===== src/sv/fpv_pkg.sv =====
`timescale 1ns / 1ps
// Package for the firmware package validator: constants, status codes,
// register indexes, the header accumulator type and the CRC and BCD helpers.
// Depends on nothing; every other file of the block imports it.
package fpv_pkg;

	localparam int unsigned MAX_FILE_BYTES_DEF = 262144;
	localparam int unsigned HEADER_BYTES_DEF   = 18;

	// Fixed widths of the payload fields.
	localparam int unsigned DLEN_W = 25;
	localparam int unsigned CFG_DATA_W = 32;

	// Byte offsets inside the package header.
	localparam int unsigned POS_VER       = 8;
	localparam int unsigned POS_CRC_FIELD = 12;
	localparam int unsigned POS_CRC_START = 14;
	localparam int unsigned POS_LEN_END   = 18;

	localparam logic [7:0] MAGIC [8] = '{8'h41, 8'h70, 8'h70, 8'h42,
		8'h69, 8'h6E, 8'h20, 8'h20};

	localparam logic [15:0] CRC_INIT = 16'hFFFF;
	localparam logic [15:0] CRC_POLY = 16'hA001;

	// Result status codes.
	localparam logic [2:0] ST_OK     = 3'd0;
	localparam logic [2:0] ST_HEADER = 3'd1;
	localparam logic [2:0] ST_MAJOR  = 3'd2;
	localparam logic [2:0] ST_MINOR  = 3'd3;
	localparam logic [2:0] ST_CRC    = 3'd4;
	localparam logic [2:0] ST_LENGTH = 3'd5;
	localparam logic [2:0] ST_TRUNC  = 3'd6;

	// Configuration register indexes.
	localparam logic CFG_CUR_VER = 1'b0;
	localparam logic CFG_VER_EN  = 1'b1;

	typedef struct packed {
		logic        hdr_bad;
		logic [31:0] pkg_ver;
		logic [15:0] stored_crc;
		logic [15:0] run_crc;
		logic [31:0] len_field;
	} acc_t;

	localparam acc_t ACC_RESET = '{hdr_bad: 1'b0, pkg_ver: 32'd0, stored_crc: 16'd0,
		run_crc: CRC_INIT, len_field: 32'd0};

	// One entry of the reflected CRC-16 table (polynomial 0xA001).
	function automatic logic [15:0] crc_tab(input logic [7:0] idx);
		logic [15:0] c;
		c = {8'h00, idx};
		for (int k = 0; k < 8; k++) begin
			c = c[0] ? ((c >> 1) ^ CRC_POLY) : (c >> 1);
		end
		return c;
	endfunction

	// Table-driven byte step of the CRC register.
	function automatic logic [15:0] crc_step(input logic [15:0] crc, input logic [7:0] b);
		return (crc >> 8) ^ crc_tab(crc[7:0] ^ b);
	endfunction

	// Nibbles weighted 1000, 100, 10 and 1; nibbles above nine are taken as they are.
	function automatic logic [14:0] bcd_weight(input logic [15:0] v);
		return 15'(v[15:12]) * 15'd1000 + 15'(v[11:8]) * 15'd100 +
			15'(v[7:4]) * 15'd10 + 15'(v[3:0]);
	endfunction

endpackage


===== src/sv/fpv_state.sv =====
`timescale 1ns / 1ps
// Running state of one package: byte count, magic check, version, stored
// CRC, length field and the CRC register, with their values after this byte.
// Depends on fpv_pkg.
module fpv_state import fpv_pkg::*; #(
	parameter int unsigned MAX_FILE_BYTES = MAX_FILE_BYTES_DEF,
	parameter int unsigned CNT_W = $clog2(MAX_FILE_BYTES + 1)
) (
	input  logic             clk,
	input  logic             arst_n,
	input  logic             step,
	input  logic [7:0]       data_byte,
	input  logic             last_byte,
	output logic [CNT_W-1:0] cnt_upd,
	output acc_t             acc_upd
);

	logic [CNT_W-1:0] cnt_q;
	acc_t             acc_q;

	// Bytes beyond the size limit leave everything as it is.
	always_comb begin
		acc_upd = acc_q;
		cnt_upd = cnt_q;
		if (cnt_q < CNT_W'(MAX_FILE_BYTES)) begin
			if (cnt_q < CNT_W'(POS_VER)) begin
				if (data_byte != MAGIC[cnt_q[2:0]]) begin
					acc_upd.hdr_bad = 1'b1;
				end
			end else if (cnt_q < CNT_W'(POS_CRC_FIELD)) begin
				acc_upd.pkg_ver = {acc_q.pkg_ver[23:0], data_byte};
			end else if (cnt_q < CNT_W'(POS_CRC_START)) begin
				acc_upd.stored_crc = {acc_q.stored_crc[7:0], data_byte};
			end
			if (cnt_q >= CNT_W'(POS_CRC_START)) begin
				if (cnt_q < CNT_W'(POS_LEN_END)) begin
					acc_upd.len_field = {acc_q.len_field[23:0], data_byte};
				end
				acc_upd.run_crc = crc_step(acc_q.run_crc, data_byte);
			end
			cnt_upd = cnt_q + CNT_W'(1);
		end
	end

	// The final byte clears the state for the next package.
	always_ff @(posedge clk or negedge arst_n) begin
		if (!arst_n) begin
			cnt_q <= '0;
			acc_q <= ACC_RESET;
		end else if (step) begin
			if (last_byte) begin
				cnt_q <= '0;
				acc_q <= ACC_RESET;
			end else begin
				cnt_q <= cnt_upd;
				acc_q <= acc_upd;
			end
		end
	end

endmodule


===== config.mk =====
export PLATFORM = sky130hd
export DESIGN_NAME = fpv_state
export DESIGN_NICKNAME = d
export VERILOG_FILES = /design/src/sv/fpv_pkg.sv /design/src/sv/fpv_state.sv
export SDC_FILE = /design/constraint.sdc
export NUM_CORES = 1
export LEC_CHECK = 0
export BUFFER_PORTS_ARGS = -buffer_cell sky130_fd_sc_hd__clkbuf_2
export CORE_UTILIZATION = 53
export CTS_BUF_LIST = sky130_fd_sc_hd__clkbuf_8
export DETAILED_ROUTE_END_ITERATION = 12
export PLACE_DENSITY = 0.79
export RECOVER_POWER = 100
export SKIP_CTS_REPAIR_TIMING = 1
export SLEW_MARGIN = 25
export SYNTH_ARGS = -nofsm -noshare
export SYNTH_HDL_FRONTEND = slang
export SYNTH_SLANG_ARGS = --single-unit

===== constraint.sdc =====
create_clock -name clk -period 2.57 [get_ports clk]
set_input_delay 0.3855 -clock clk [delete_from_list [all_inputs] [get_ports clk]]
set_output_delay 0.3855 -clock clk [all_outputs]
set_load 0.01 [all_outputs]

# [After elaboration in Yosys (flattened, before gate mapping)]
# Memory sizes are Yosys's and may differ from the RTL's.
# Index checks and enable logic that the tools add are counted.
[word_totals] reg_bits=116 rom_bits=64 in_bits=12 out_inout_bits=116 memories=1
[op_classes] n_addsub=1 n_lt_le_gt_ge=7 n_eq_ne=1 muxes=22 bitwise=11
[mem_list] name="(name not given)" depth=8 word_bits=8 read_ports=1 rd_clocked_by_memory_dff=0 write_ports=0 line="fpv_state.sv:27" text="if (data_byte != MAGIC[cnt_q[2:0]]) begin"
[op_table] op="$mux W97" n=2
[op_table] op="$mux W16" n=10
[op_table] op="$mux W48" n=2
[op_table] op="$mux W32" n=2
[op_table] op="$lt A19 B4 Y1 const B" n=3
[op_table] op="$mux W19" n=2
[op_table] op="$not A2 Y3" n=7
[op_table] op="$add A19 B1 Y19 const B" n=1
[op_table] op="$ge A19 B4 Y1 const B" n=1
[op_table] op="$lt A19 B19 Y1 const B" n=1
[op_table] op="$lt A19 B5 Y1 const B" n=1
[op_table] op="$mux W8" n=2
[op_table] op="$xor A8 B16 Y16" n=1
[op_table] op="$ne A8 B8 Y1" n=1
[op_table] op="$xor A8 B8 Y8" n=1
[op_table] op="$ge A4 B4 Y1 const B" n=1
[op_table] op="$not A3 Y4" n=1
[op_table] op="$not A1 Y3" n=1
[op_table] op="$mux W1" n=2

# [Longest topological paths before layout]
[depth] ltp_word=21 mapped_depth=9

# [Least setup slack after synthesis]
# OpenSTA, ideal clock, no wires.
[synth_path] path_type="register -> output" startpoint="register cnt_q[1]" endpoint="output acc_upd[10] (netlist name)" arrival_time_ps=2092 required_ps=2184 setup_slack_ps=93 stages_incl_launch_ff=8 n_path_buf=3 cell_sequence="dfrtp_1 -> buf_2 -> o31a_1 -> or4_1 -> or3_1 -> buf_4 -> buf_6 -> mux2_4"
[synth_rtl] element="from (decl)" line="fpv_state.sv:18" text="logic [CNT_W-1:0] cnt_q;"
[synth_rtl] element="from (signal assigned)" line="fpv_state.sv:55" text="cnt_q <= cnt_upd;"
[synth_rtl] element="to (decl)" line="fpv_state.sv:15" text="output acc_t acc_upd"

==> metrics.txt <==
PnR Total Power=between 7 and 8 mW; Hold Crit Start=last_byte; worst slew pin tran=approximately 1.8 ns; synthesized cell area=between 7000 and 8000 um^2; Min-Delay Endpoint=acc_q[59]; pin count of the biggest net entering global routing=a little over 90; Syn. warnings=0; grt total ovfl=0; R2R Path Start=cnt_q[15]; post-place setup slack=0.00646 ns; Die Area=~15,000 um^2; period utilization=1.17; WHS Path Cells=2; GRT Util Overall=0.293; number of synthesized flops with an enable pin=0; WL/cell=~21 um; TritonCTS clock tree=built; number of remaining DRC errors=0; number of I/O pins=between 100 and 150; Critical Path End Type=primary output; TritonCTS Buffers=17; Fin Clk Skew=around 0.014 ns; Syn Nets=781; DR vias=roughly 7,300; Post-synth top flop=dfrtp_1; final setup margin=-0.428 ns; Tmin final=approximately 3.0 ns; post-route ant nets=0; Seq cells post-synth=about 120; Layout area overhead=26.2%; Worst-path clk slew=approximately 0.070 ns; RePlAce Congestion=~0.9; Pre-antenna DRT Iters=7; cell count after synthesis=766; share of synthesized flip-flops with an asynchronous set or reset=1.00; DIE HEIGHT=between 100 and 150 um; DR iter-0 viols=837; Setup Viol. Count Final=between 100 and 150; Slew headroom=-0.173; max-slew violations=31; maximum VDD drop=1.24 mV; r2r endpoint=acc_q[92]; H-Tree Depth=4; Die W=about 120 um; Row Count=43; critical path arrival=2.61 ns; fraction of layout cells with a size suffix above 1=0.408; Max Cap Violations=1; Leakage=roughly 4.4 nW; CP Class=reg2out; hpwl dp=about 14,000 um; final-report hold violation count=0; max frequency=approximately 330 MHz; RSZ-0062 raised after global routing=yes; worst skew pair latency=between 0.4 and 0.5 ns; vias in the first global route=roughly 6,200; I/O Buffers=~130; post-synthesis sequential area ratio=0.389; Max Fanout on Critical Path=23; Nets=roughly 950; initial antenna violation count=0; Initial Util=0.543; leading area contributor after synthesis=dfrtp_1; PwrDens=around 840 nW/um^2; clock tree buffer depth=2; synth top area cells=dfrtp_1 (33%), mux2_2 (8.0%), o2bb2ai_1 (6.4%); first-pass GRT wire length=33,100 um; Fin Hold WS=~0.32 ns; Avg Cell Area, Syn=9.80 um^2; core area=13,800 um^2; Synth cell types=just under 60; worst path required time=around 2.2 ns; top cell type's share of synthesized area=0.333; root buffer cell=clkbuf_8; diode count=0; status=finished, violations left; detail-routed via count per cell=between 6 and 7; startpoint types=flop; violated checks=max-capacitance violations, max-slew violations, negative setup slack; Hold WC Path Type=in2reg; final WL=roughly 24,000 um; Reg2Reg Setup Slack=-0.12 ns; Reg2Reg Depth=5; clk sinks=116
-- metrics by stage --
stage / instances / utilization / setup TNS (ns) / instance area (um^2)
detailed placement: 1052 / 0.614 / 0 / 8480
global placement: 1052 / 0.614 / 0 / 8480
global route: 1132 / 0.685 / -45.54 / 9470
finish: 1132 / 0.685 / -30.71 / 9470
CTS: 1084 / 0.640 / -38.89 / 8840
floorplan: 766 / - / 0 / 7500
-- cell families after synthesis --
family / Yosys count / share of synthesized area
buffers and inverters: 91 / 0.0567
XOR/XNOR: 42 / 0.0527
multiplexers: 83 / 0.138
AO/OA/AOI/OAI: 207 / 0.220
flip-flops: 116 / 0.389
AND/OR/NAND/NOR: 224 / 0.138
adder cells (fa/ha/maj): 3 / 0.00500
-- how the worst max path moves through the flow --
stage | from | to | slack (ns) | depth (start not counted)
6_report | cnt_q[3] | acc_upd[21] | -0.43 | 6
5_1_grt | cnt_q[3] | acc_upd[29] | -0.49 | 6
4_1_cts | cnt_q[3] | acc_upd[21] | -0.49 | 6
3_5_place_dp | data_byte[4] | acc_upd[32] | 0.006 | 7
3_3_place_gp | data_byte[4] | acc_upd[32] | 0.004 | 7
2_1_floorplan | cnt_q[1] | acc_upd[10] | 0.09 | 7
-- cell type report --
cell class | instances | area [um^2]
inverters | 11 | 43.8
multi-input cells | 564 | 4430
clock buffers | 21 | 289
flip-flops and latches | 116 | 2920
well taps | 180 | 225
repair buffers | 229 | 1490
clock inverters | 11 | 71.3
fillers | 1035 | 4360
-- routing by layer --
layer  vias up  GRT usage  part of all wire
met5         -          0                 0
li1       3213          -                 -
met1      3615      0.403              0.42
met3        66     0.0545             0.070
met4         0      0.143             0.043
met2       380      0.444              0.47
-- cell usage in the layout (no fill, tap or decap), drive strengths merged, types with 35 or more instances in the layout --
cell and n:
a22oi 49, buf 98, clkbuf 151, dfrtp 100, mux2 81, nand2 100, nand3 47, nor2 36
o2bb2ai 55, o311ai 35
-- cell usage after synthesis (all sizes together) (16+ instances only) --
master,instances
a21oi,21
o2bb2ai,55
xnor2,32
nand3,47
o311ai,35
dfrtp,100
nand2,100
nor2,36
buf,32
a22oi,49
mux2,81
dfstp,16
clkbuf,48
-- critical path: stages, from the launching register on --
cell and delay (ns):
dfrtp_1 0.40, o31a_1 0.31, or4_1 0.40, or3_4 0.40
buf_12 0.19, mux2_4 0.31, clkbuf_2 0.13
-- flip-flops by register name, indices dropped and copies added (netlist names) --
name	count
acc_q	97
cnt_q	19
-- where the power goes --
group,internal (mW),total [mW],leakage (nW),switching (mW)
Clock,0.836,1.59,0.214,0.757
Combinational,1.82,3.72,2.63,1.89
Sequential,2.20,2.63,1.55,0.426
Power figures use the tool's default switching activity.
