==> config.mk <==
export PLATFORM = sky130hd
export DESIGN_NAME = fpv_verdict
export DESIGN_NICKNAME = d
export VERILOG_FILES = /design/src/sv/fpv_pkg.sv /design/src/sv/fpv_verdict.sv
export SDC_FILE = /design/constraint.sdc
export NUM_CORES = 1
export LEC_CHECK = 0
export BUFFER_PORTS_ARGS = -buffer_cell sky130_fd_sc_hd__buf_2
export CAP_MARGIN = 10
export CORE_MARGIN = 2
export CORE_UTILIZATION = 42
export DETAILED_ROUTE_END_ITERATION = 16
export PLACE_DENSITY = 0.83
export SLEW_MARGIN = 20
export SYNTH_ARGS = -nofsm -noshare
export SYNTH_HDL_FRONTEND = slang
export SYNTH_SLANG_ARGS = --single-unit
==> constraint.sdc <==
create_clock -name vclk -period 8.5
set_input_delay 1.7 -clock vclk [all_inputs]
set_output_delay 1.7 -clock vclk [all_outputs]
set_load 0.005 [all_outputs]
==> src/sv/fpv_pkg.sv <==
`timescale 1ns / 1ps
// Package for the firmware package validator: constants, status codes,
// register indexes, the header accumulator type and the CRC and BCD helpers.
// Depends on nothing; every other file of the block imports it.
package fpv_pkg;

	localparam int unsigned MAX_FILE_BYTES_DEF = 262144;
	localparam int unsigned HEADER_BYTES_DEF   = 18;

	// Fixed widths of the payload fields.
	localparam int unsigned DLEN_W = 25;
	localparam int unsigned CFG_DATA_W = 32;

	// Byte offsets inside the package header.
	localparam int unsigned POS_VER       = 8;
	localparam int unsigned POS_CRC_FIELD = 12;
	localparam int unsigned POS_CRC_START = 14;
	localparam int unsigned POS_LEN_END   = 18;

	localparam logic [7:0] MAGIC [8] = '{8'h41, 8'h70, 8'h70, 8'h42,
		8'h69, 8'h6E, 8'h20, 8'h20};

	localparam logic [15:0] CRC_INIT = 16'hFFFF;
	localparam logic [15:0] CRC_POLY = 16'hA001;

	// Result status codes.
	localparam logic [2:0] ST_OK     = 3'd0;
	localparam logic [2:0] ST_HEADER = 3'd1;
	localparam logic [2:0] ST_MAJOR  = 3'd2;
	localparam logic [2:0] ST_MINOR  = 3'd3;
	localparam logic [2:0] ST_CRC    = 3'd4;
	localparam logic [2:0] ST_LENGTH = 3'd5;
	localparam logic [2:0] ST_TRUNC  = 3'd6;

	// Configuration register indexes.
	localparam logic CFG_CUR_VER = 1'b0;
	localparam logic CFG_VER_EN  = 1'b1;

	typedef struct packed {
		logic        hdr_bad;
		logic [31:0] pkg_ver;
		logic [15:0] stored_crc;
		logic [15:0] run_crc;
		logic [31:0] len_field;
	} acc_t;

	localparam acc_t ACC_RESET = '{hdr_bad: 1'b0, pkg_ver: 32'd0, stored_crc: 16'd0,
		run_crc: CRC_INIT, len_field: 32'd0};

	// One entry of the reflected CRC-16 table (polynomial 0xA001).
	function automatic logic [15:0] crc_tab(input logic [7:0] idx);
		logic [15:0] c;
		c = {8'h00, idx};
		for (int k = 0; k < 8; k++) begin
			c = c[0] ? ((c >> 1) ^ CRC_POLY) : (c >> 1);
		end
		return c;
	endfunction

	// Table-driven byte step of the CRC register.
	function automatic logic [15:0] crc_step(input logic [15:0] crc, input logic [7:0] b);
		return (crc >> 8) ^ crc_tab(crc[7:0] ^ b);
	endfunction

	// Nibbles weighted 1000, 100, 10 and 1; nibbles above nine are taken as they are.
	function automatic logic [14:0] bcd_weight(input logic [15:0] v);
		return 15'(v[15:12]) * 15'd1000 + 15'(v[11:8]) * 15'd100 +
			15'(v[7:4]) * 15'd10 + 15'(v[3:0]);
	endfunction

endpackage

==> src/sv/fpv_verdict.sv <==
`timescale 1ns / 1ps
// Result of a finished package: status by check priority, byte-swapped CRC
// and data length, formed from the state after its final byte.
// Depends on fpv_pkg.
module fpv_verdict import fpv_pkg::*; #(
	parameter int unsigned HEADER_BYTES = HEADER_BYTES_DEF,
	parameter int unsigned CNT_W = $clog2(MAX_FILE_BYTES_DEF + 1)
) (
	input  logic [CNT_W-1:0]  cnt,
	input  acc_t              acc,
	input  logic [31:0]       cur_ver,
	input  logic              ver_en,
	output logic [2:0]        status,
	output logic [15:0]       crc_out,
	output logic [DLEN_W-1:0] dlen
);

	logic trunc;

	assign crc_out = {acc.run_crc[7:0], acc.run_crc[15:8]};
	assign trunc   = cnt < CNT_W'(HEADER_BYTES);
	assign dlen    = trunc ? '0 : DLEN_W'(cnt - CNT_W'(HEADER_BYTES));

	always_comb begin
		priority if (trunc) begin
			status = ST_TRUNC;
		end else if (acc.hdr_bad) begin
			status = ST_HEADER;
		end else if (ver_en && (cur_ver[31:16] != acc.pkg_ver[31:16])) begin
			status = ST_MAJOR;
		end else if (ver_en &&
				(bcd_weight(cur_ver[15:0]) >= bcd_weight(acc.pkg_ver[15:0]))) begin
			status = ST_MINOR;
		end else if (acc.stored_crc != crc_out) begin
			status = ST_CRC;
		end else if (acc.len_field != 32'(dlen)) begin
			status = ST_LENGTH;
		end else begin
			status = ST_OK;
		end
	end

endmodule

; Yosys cells after proc, flatten, opt, wreduce, memory -nomap -nowiden
; Index checks and enable logic that the tools add are counted.
[totals]
register_bits = 0
latchBits = 0
ramBits = 0
mem_bits_ro = 0
inputBits = 149
memories = 0
[op_classes]
n_addsub = 7
n_mul = 6
div = 0
magnitude_cmp = 2
n_eq_ne = 3
shift = 0
n_mux = 7
bitwise_logic = 0
n_reduce_logical = 2
[ops]
columns = op, n
row1 = $ne A16 B16 Y1, 2
row2 = $ne A32 B25 Y1, 1
row3 = $add A14 B11 Y15, 2
row4 = $add A15 B4 Y15, 2
row5 = $add A15 B8 Y15, 2
row6 = $mux W25, 1
row7 = $mul A4 B7 Y11 const B, 2
row8 = $sub A19 B5 Y20 const B, 1
row9 = $lt A19 B5 Y1 const B, 1
row10 = $mul A4 B5 Y9 const B, 2
row11 = $mux W3, 6
row12 = $ge A15 B15 Y1, 1
row13 = $mul A4 B3 Y7 const B, 2
row14 = $logic_and A1 B1 Y1, 2

; Longest topological paths before layout
; Gate-level depths: netlist of the first run.
[depth]
ltp_word = 10
ltp_mapped = 25
ltp_nobuf = 25

; Worst setup path before layout of the first run
; OpenSTA, ideal clock, no wires.
[synth_timing]
kind = input-to-output
from = input port acc[77] (netlist bit)
to = output port status[0]
arrival_ps = 6471
setup_slack_ps = 329
cell_stages = 24
n_path_buf = 0
cell_sequence = fa_1 -> inv_1 -> fa_1 -> inv_1 -> ha_1 -> a21oi_1 -> nor2_1 -> nor2_1 -> xnor2_1 -> ha_1 -> ha_1 -> ha_1 -> a21oi_1 -> o21ai_0 -> a31oi_1 -> xor2_1 -> ha_1 -> a21o_1 -> a21oi_1 -> a21boi_0 -> nor3b_1 -> a22o_1 -> a211oi_1 -> a31oi_1
[synth_between]
elab_chain_cells = 10
[synth_lines]
columns = element, line_no
row1 = from (decl), fpv_verdict.sv:10  ; input acc_t acc,
row2 = $mul A4 B7 Y11, fpv_pkg.sv:67  ; return 15'(v[15:12]) * 15'd1000 + 15'(v[11:8]) * 15'd100 +
row3 = $add A14 B11 Y15, fpv_pkg.sv:67
row4 = $add A15 B8 Y15, fpv_pkg.sv:67
row5 = $add A15 B4 Y15, fpv_pkg.sv:68  ; 15'(v[7:4]) * 15'd10 + 15'(v[3:0]);
row6 = $ge A15 B15 Y1, fpv_verdict.sv:32  ; (bcd_weight(cur_ver[15:0]) >= bcd_weight(acc.pkg_ver[15:0]))) begin
row7 = $logic_and A1 B1 Y1, fpv_verdict.sv:31  ; end else if (ver_en &&
row8 = $mux W3, fpv_verdict.sv:31
row9 = $mux W3, fpv_verdict.sv:29  ; end else if (ver_en && (cur_ver[31:16] != acc.pkg_ver[31:16])) begin
row10 = $mux W3, fpv_verdict.sv:27  ; end else if (acc.hdr_bad) begin
row11 = $mux W3, fpv_verdict.sv:25  ; priority if (trunc) begin
row12 = to (decl), fpv_verdict.sv:13  ; output logic [2:0] status,
; Every way passes these cells.

; Final worst setup path of the first run
; Ends and elaborated chain as after synthesis.

==> results of run 1 <==
[per-stage QoR]
step	total power, W	hold slack, ns	setup TNS (ns)	cells	instance area, µm²
final	0.00158	3.59	0	956	6570
after global routing	0.00174	3.60	-0.151	956	6570
after CTS	0.00132	3.59	0	953	6240
after detailed placement	0.00130	3.59	-0.109	953	6240
after global placement	0.00125	3.59	0	953	6240
after floorplan	0.000891	3.48	0	614	5070
[worst paths after layout]
kind  slack, ns    start  depth (start not counted)          to
max        0.06  acc[77]                         24   status[0]
min        3.59  acc[45]                          2  crc_out[5]
[synthesized netlist by cell type (all sizes together) (4+ instances only)]
cell     count
nor2b        4
a21o        15
o31ai        4
buf         25
clkbuf       6
or3          5
a31oi        7
inv         73
nor2        35
nand4        8
o2111ai      6
a21oi       30
nand3        9
fa          34
a21boi       4
xnor2       36
nand2       34
and3         5
o21bai       6
nor3        12
a211oi       6
xor2        44
ha         116
nor4        16
o21ai       21
[metal layers]
layer	share of wire (%)	GRT usage, %	vias up
met1	42	23.5	2373
met4	2.0	3.17	0
met5	0	0	-
met2	50	34.3	201
met3	6.1	2.02	27
li1	-	-	2553
[power groups by stage]
stage | sequential (W) | combinational [W] | clock, W
after global routing | 0 | 0.00174 | 0
after global placement | 0 | 0.00125 | 0
final | 0 | 0.00158 | 0
after CTS | 0 | 0.00132 | 0
after floorplan | 0 | 0.000891 | 0
after detailed placement | 0 | 0.00130 | 0
[what timing repair did]
action / in CTS / in global routing
pin swaps: 5 / 25
endpoints found under the setup margin: 1 / 3
gates resized for setup: 3 / 48
buffers inserted: 0 / 3
[worst max-delay path, delay by kind of cell]
kind	cells	cell delay, ns
simple gates	1	0.09
buf+inv	6	0.55
compound gates	9	1.48
xor+xnor	1	0.17
fa+ha+maj	7	2.75
[cell type report]
class	count	area, µm²	area share (%)
inverters	73	274	4.17
multi-input cells	510	4890	74.5
well taps	147	184	2.80
repair buffers	226	1210	18.5
[cells by family after synthesis]
group / synth area share (%)
AO/OA/AOI/OAI: 17.5
AND/OR/NAND/NOR: 15.4
buffers and inverters: 9.57
multiplexers: 0.814
adder cells (fa/ha/maj): 42.0
XOR/XNOR: 14.7
==> run_results.csv, run 1 <==
group,metric,value,unit
synthesis,syn_avg_cell_area,8.26,µm²
cells_and_area,final_common_cell,"buf_2",
sta,final_hold_viol_count,0,
routing,drtIter0Drc,287,
power,pwr-share-clk,0,%
power,p_leak,3.39,nW
synthesis,syn_inst,614,
die,die_w,114,µm
die,initial_utilization,42.6,%
global_route,grt_pass1_vias,4783,
global_route,antenna_found_initial,0,
cells_and_area,postLayoutCoreUtil,55.1,%
cells_and_area,drive_gt1_share,34.6,%
routing,drtAntennaViolNets,0,
cells_and_area,final_cell_mix,"buf_2 (193), ha_1 (99), inv_1 (73)",
worst_setup_path,cp_cell_sequence,"buf_2 -> ha_1 -> fa_2 -> fa_1 -> inv_1 -> fa_1 -> inv_1 -> ha_1 -> ha_4 -> inv_1 -> o21bai_1 -> a21oi_2 -> o21ai_1 -> a31oi_1 -> xor2_1 -> ha_1 -> a21o_1 -> a21oi_2 -> buf_4 -> nand4_1 -> a22o_1 -> a211oi_2 -> a31oi_1 -> buf_2",
die,coreArea,0.0119,mm²
cells_and_area,seq_cells,0,
routing,routed_wl,13600,µm
routing,vias,5154,
cells_and_area,num_antenna_cells,0,
routing,firstDrtPassIters,5,
sta,fin_crit_sh,99.4,%
cells_and_area,fin_nets,1110,
synthesis,yosysSeqAreaShare,0,%
power,p_comb_share,100.0,%
sta,layout_setup_ws,0.0552,ns
die,die-area,0.0130,mm²
synthesis,syn_nets,913,
sta,max_slew.worst_pin.slew,0.917,ns
global_route,grt_pass1_wl,20400,µm
worst_setup_path,required,6.80,ns
synthesis,synth_top_area_share,28.6,%
synthesis,synthTopCellsByArea,"ha_1 (29%), fa_1 (13%), xor2_1 (7.6%)",
worst_setup_path,cp_max_fo,5,
worst_setup_path,critPathLaunchType,"input port",
routing,wl_per_cell,14.3,µm
placement,portBuffers,193,
sta,fmax,118,MHz
worst_setup_path,critical-path-max-stage-delay,0.54,ns
cells_and_area,syn2layout_area_growth,29.4,%
routing,viasPerCell,5.39,
power,p_switching,0.000781,W
global_route,grt_max_degree,16,
synthesis,synth_warnings,0,
status,status,"completed",
worst_setup_path,end_kind,"output port",
synthesis,synth_cell_types,67,
clock_network,holdBufCountCts,0,
sta,drv_slew,0,
cells_and_area,n_fill_cell,1084,
power,vdd_drop_max,0.000207,V
sta,setup_violations,0,
cells_and_area,clock_buffers,0,
worst_setup_path,cpMaxStageDelayCell,"fa_1",
worst_setup_path,crit_arrival,6.74,ns
min_path,hold_class,"input port to output port",
power,intPower,0.000798,W
routing,drc,0,
sta,min_period,8.44,ns
power,seqPwrFrac,0,%
power,switching_share,49.4,%
placement,dpl_worst_slack,-0.109,ns
placement,gp_congestion,1.03,
global_route,track_usage,18.6,%
worst_setup_path,path_class,"input port to output port",
sta,slew_headroom,38.3,%
job,cap_violations,0,
die,rows,40,
die,die_h,114,µm
die,ios,193,
power,powerDensity,240,mW/mm²
cells_and_area,ff_latch_area,0,µm²
global_route,overflow,0,
synthesis,syn-cell-area,0.00507,mm²
synthesis,yosysTopAreaCell,"ha_1",
placement,hpwl,11400,µm
Power figures use the tool's default switching activity.
==> run 2, diff against run 1 <==
--- a/config.mk
+++ b/config.mk
@@ -5,12 +5,14 @@
 export SDC_FILE = /design/constraint.sdc
 export NUM_CORES = 1
 export LEC_CHECK = 0
+export ABC_AREA = 1
 export BUFFER_PORTS_ARGS = -buffer_cell sky130_fd_sc_hd__buf_2
 export CAP_MARGIN = 10
 export CORE_MARGIN = 2
 export CORE_UTILIZATION = 42
 export DETAILED_ROUTE_END_ITERATION = 16
 export PLACE_DENSITY = 0.83
+export SETUP_SLACK_MARGIN = 0.1
 export SLEW_MARGIN = 20
 export SYNTH_ARGS = -nofsm -noshare
 export SYNTH_HDL_FRONTEND = slang
==> run_results.csv, run 2 <==
group,metric,value,unit
status,status,"completed",
sta,final_hold_viol_count,0,
routing,drtAntennaViolNets,0,
synthesis,yosysSeqAreaShare,0,%
placement,hpwl,11800,µm
die,ios,193,
cells_and_area,final_area,0.00673,mm²
global_route,track_usage,19.8,%
min_path,hp-start,"acc[42]",
power,p_switching,0.000923,W
die,rows,40,
synthesis,syn_nets,1053,
cells_and_area,clock_buffers,0,
sta,max_slew.worst_pin.slew,0.671,ns
synthesis,yosysMostFrequentCell,"nand2_1",
cells_and_area,num_antenna_cells,0,
sta,fin_crit_sh,98.7,%
cells_and_area,postLayoutCoreUtil,56.3,%
synthesis,synth_warnings,0,
power,intPower,0.000817,W
sta,min_period,8.39,ns
clock_network,holdBufCountCts,0,
worst_setup_path,path_class,"input port to output port",
job,cap_violations,0,
placement,placed_cell_area,0.00627,mm²
synthesis,synth_top_area_share,28.3,%
global_route,grtUsageMet2,38.3,%
cells_and_area,final_cell_mix,"buf_2 (192), nand2_1 (156), inv_1 (141)",
global_route,overflow,0,
cells_and_area,n_fill_cell,1045,
power,p_leak,3.91,nW
sta,setup_violations,0,
worst_setup_path,critical-path-max-stage-delay,0.51,ns
worst_setup_path,path_common_cell,"buf_4",
sta,rsz0062_at_grt,"yes",
worst_setup_path,end_kind,"output port",
cells_and_area,seq_cells,0,
global_route,grt_use_met3,1.48,%
worst_setup_path,critPathLaunchType,"input port",
global_route,grt_pass1_wl,22100,µm
synthesis,yosysTopAreaCell,"ha_1",
synthesis,synthTopCellsByArea,"ha_1 (28%), fa_1 (13%), nand2_1 (12%)",
die,initial_utilization,42.9,%
min_path,hold_class,"input port to output port",
die,die_h,115,µm
placement,gp_congestion,0.940,
sta,drv_slew,0,
power,seqPwrFrac,0,%
placement,portBuffers,193,
synthesis,synthTopCellsByCount,"nand2_1 (164), inv_1 (147), ha_1 (116), nor2_1 (46), a21oi_1 (38)",
worst_setup_path,cpMaxStageDelayCell,"fa_1",
sta,slew_headroom,54.8,%
cells_and_area,ff_latch_area,0,µm²
routing,viasPerCell,5.04,
routing,drtIter0Drc,324,
worst_setup_path,cp-startpoint,"acc[78]",
global_route,grt_max_degree,28,
cells_and_area,final_common_cell,"buf_2",
cells_and_area,syn2layout_area_growth,31.2,%
power,switching_share,53.0,%
global_route,grt_pass1_vias,5257,
cells_and_area,fin_nets,1254,
routing,wl_per_cell,13.1,µm
routing,routed_wl,14400,µm
cells_and_area,drive_gt1_share,31.0,%
die,die_w,115,µm
synthesis,syn_inst,754,
power,pwr-share-clk,0,%
die,die-area,0.0131,mm²
worst_setup_path,cp_max_fo,4,
worst_setup_path,required,6.80,ns
power,powerDensity,258,mW/mm²
synthesis,syn_avg_cell_area,6.81,µm²
worst_setup_path,crit_arrival,6.69,ns
routing,firstDrtPassIters,4,
power,vdd_drop_max,0.000236,V
routing,drc,0,
die,coreArea,0.0120,mm²
synthesis,syn-cell-area,0.00513,mm²
routing,vias,5540,
sta,fmax,119,MHz
global_route,globalRoute.busiestLayer,"met2",
global_route,antenna_found_initial,0,
synthesis,synth_cell_types,31,
global_route,grtUsageMet1,24.0,%
power,p_comb_share,100.0,%
==> run 2: cell count changes in the layout (fill, tap and decap cells not counted), sizes merged, moves of 6 or more <==
cell     previous run  this run
a31oi               7         1
inv                73       148
xor2               44        34
nor3               12         5
o2111ai             6         0
a21oi              30        38
nand4               8        20
nand3               9        36
a21o               15         1
nor4               16         4
a211oi              6         0
xnor2              36        30
nand2              34       166
nor2               35        52
==> run 2: timing repair <==
action,CTS,global route
endpoints found under the setup margin,3,3
gates resized for setup,16,58
pin swaps,21,43
buffers inserted,5,3
==> run 2: critical path: cells and delay by family <==
family                     cells  cell delay, ns
and+or+nand+nor                5            0.30
buffers and inverters          8            1.02
xor gates and xnor gates       2            0.31
AOI/OAI and AO/OA              7            0.96
adders and majority gates      7            2.37
==> run 2: layout make-up <==
type | count | area [µm²] | share of cell area [%]
Multi-Input combinational cell | 582 | 4780 | 71.0
Tap cell | 147 | 184 | 2.73
Inverter | 148 | 558 | 8.29
Timing Repair Buffer | 223 | 1210 | 17.9
==> run 2: cell families after synthesis <==
logic type / Yosys count / share of synthesized area (%)
compound gates: 76 / 8.19
simple gates: 292 / 25.0
fa+ha+maj: 150 / 41.5
xor+xnor: 64 / 10.9
buf+inv: 172 / 14.4
==> run 2: power by group through the flow <==
stage	Clock [W]	Sequential (W)	Combinational [W]
finish	0	0	0.00174
global route	0	0	0.00194
CTS	0	0	0.00139
detailed placement	0	0	0.00130
global placement	0	0	0.00127
floorplan	0	0	0.000940
==> run 2: worst paths after layout <==
path / to / slack, ns / cells past startpoint
worst min-delay path: crc_out[2] / 3.60 / 2
worst max-delay path: status[2] / 0.11 / 29
==> run 2: through the flow <==
stage | std cells | hold slack (ns) | setup WS, ns | TNS, ns | total power, W
2_1_floorplan | 754 | 3.44 | 0.243 | 0 | 0.000940
3_3_place_gp | 1093 | 3.59 | 0.00748 | 0 | 0.00127
3_5_place_dp | 1093 | 3.60 | -0.182 | -0.482 | 0.00130
4_1_cts | 1098 | 3.60 | 0.103 | 0 | 0.00139
5_1_grt | 1100 | 3.60 | -0.161 | -0.458 | 0.00194
6_report | 1100 | 3.60 | 0.108 | 0 | 0.00174
==> run 2: layer usage <==
layer / up-vias / wire length (µm)
met4: 0 / 366
met2: 173 / 7440
met3: 28 / 810
li1: 2792 / -
met1: 2547 / 5830
met5: - / 0
==> run 3, diff against run 2 <==
--- a/config.mk
+++ b/config.mk
@@ -5,7 +5,6 @@
 export SDC_FILE = /design/constraint.sdc
 export NUM_CORES = 1
 export LEC_CHECK = 0
-export ABC_AREA = 1
 export BUFFER_PORTS_ARGS = -buffer_cell sky130_fd_sc_hd__buf_2
 export CAP_MARGIN = 10
 export CORE_MARGIN = 2
==> run_results.csv, run 3 (synthesis gave the netlist of run 1 again) <==
group,metric,value,unit
min_path,hold_path_end,"crc_out[5]",
placement,hpwl,11400,µm
sta,setup_violations,0,
global_route,track_usage,19.0,%
global_route,overflow,0,
cells_and_area,syn2layout_area_growth,31.6,%
routing,wl_per_cell,14.9,µm
sta,fin_crit_sh,97.9,%
routing,vias,5161,
die,die_w,114,µm
cells_and_area,fin_nets,1110,
routing,drtIter0Drc,284,
sta,slew_headroom,37.7,%
cells_and_area,ff_latch_area,0,µm²
routing,drc,0,
die,initial_utilization,42.6,%
power,p_leak,3.39,nW
worst_setup_path,end_kind,"output port",
sta,layout_setup_ws,0.177,ns
job,cap_violations,0,
die,ios,193,
cells_and_area,final_area,0.00668,mm²
worst_setup_path,critPathLaunchType,"input port",
sta,max_slew.worst_pin.slew,0.926,ns
cells_and_area,seq_cells,0,
placement,dpl_worst_slack,-0.109,ns
min_path,hold_class,"input port to output port",
status,status,"completed",
clock_network,holdBufCountCts,0,
cells_and_area,postLayoutCoreUtil,56.1,%
global_route,grt_pass1_wl,20900,µm
sta,fmax,120,MHz
power,vdd_drop_max,0.000214,V
routing,routed_wl,14200,µm
min_path,holdPathStages,2,
sta,min_period,8.32,ns
routing,viasPerCell,5.40,
placement,gp_congestion,1.03,
cells_and_area,final_common_cell,"buf_2",
sta,whs,3.59,ns
global_route,grt_max_degree,16,
cells_and_area,final_cell_mix,"buf_2 (190), ha_1 (92), inv_1 (70)",
routing,firstDrtPassIters,5,
cells_and_area,clock_buffers,0,
worst_setup_path,cp_max_fo,5,
placement,placed_cell_area,0.00624,mm²
die,coreArea,0.0119,mm²
min_path,hp-start,"acc[45]",
placement,portBuffers,193,
sta,final_hold_viol_count,0,
die,die-area,0.0130,mm²
worst_setup_path,crit_arrival,6.62,ns
die,rows,40,
sta,rsz0062_at_grt,"yes",
worst_setup_path,required,6.80,ns
sta,drv_slew,0,
power,powerDensity,243,mW/mm²
cells_and_area,drive_gt1_share,36.2,%
worst_setup_path,path_class,"input port to output port",
global_route,antenna_found_initial,0,
routing,drtAntennaViolNets,0,
die,die_h,114,µm
cells_and_area,num_antenna_cells,0,
global_route,grt_pass1_vias,4868,
## run 3: cell count changes in the layout (fill, tap and decap cells not counted), moves of 11 or more
cell / delta
nand4_1: -11
inv_1: -71
a21o_1: +14
nand3_1: -27
a21oi_1: -14
nor2_1: -13
nand2_1: -123
nor4_1: +11
xor2_1: +11
## run 3: worst max-delay path: stages
cell and delay (ns):
buf_2 0.14, ha_1 0.30, ha_1 0.30, ha_2 0.21, fa_1 0.48, inv_1 0.05
fa_1 0.50, inv_1 0.07, ha_4 0.25, ha_4 0.27, inv_1 0.06, o21bai_1 0.19
a21oi_2 0.09, o21ai_1 0.19, a31oi_1 0.13, xor2_1 0.17, ha_1 0.30, a21o_1 0.17
a21oi_2 0.14, buf_4 0.13, nand4_1 0.10, a22o_1 0.25, a211oi_2 0.20, a31oi_1 0.09
buf_2 0.16
## run 3: where the power goes
| group | switching, W | internal [W] | total (W) |
|---|---|---|---|
| Sequential | 0 | 0 | 0 |
| Clock | 0 | 0 | 0 |
| Combinational | 0.000794 | 0.000827 | 0.00162 |
## run 3: how the worst max path moves through the flow
stage                startpoint   endpoint  slack [ns]  cells past startpoint
global route            acc[77]  status[0]       -0.07                     25
floorplan               acc[77]  status[0]        0.33                     24
finish                  acc[77]  status[0]        0.18                     25
global placement        acc[77]  status[0]        0.07                     26
detailed placement  cur_ver[13]  status[0]       -0.11                     26
CTS                 cur_ver[13]  status[0]        0.11                     24
## run 3: timing repair
action,in CTS,in global routing
buffers inserted,1,2
pin swaps,11,45
gates resized for setup,13,58
setup endpoints to repair,1,3
## run 3: through the flow
stage          setup TNS [ns]  power (W)  instances
2_1_floorplan               0   0.000891        614
3_5_place_dp           -0.109    0.00130        953
5_1_grt               -0.0684    0.00180        956
3_3_place_gp                0    0.00125        953
4_1_cts                     0    0.00137        954
6_report                    0    0.00162        956
## run 3: per-layer routing
layer  vias to the layer above  routed length [µm]  global-route usage, %
li1                       2549                   -                      -
met1                      2381                5740                   23.7
met2                       203                7280                   35.7
met3                        28                 863                   1.97
met4                         0                 337                   3.25
met5                         -                   0                      0
## run 3: cell type report
| cell class | instances | area [µm²] |
|---|---|---|
| Fill cell | 1054 | 5230 |
| Multi-Input combinational cell | 510 | 4990 |
| Timing Repair Buffer | 226 | 1230 |
| Inverter | 73 | 274 |
| Tap cell | 147 | 184 |
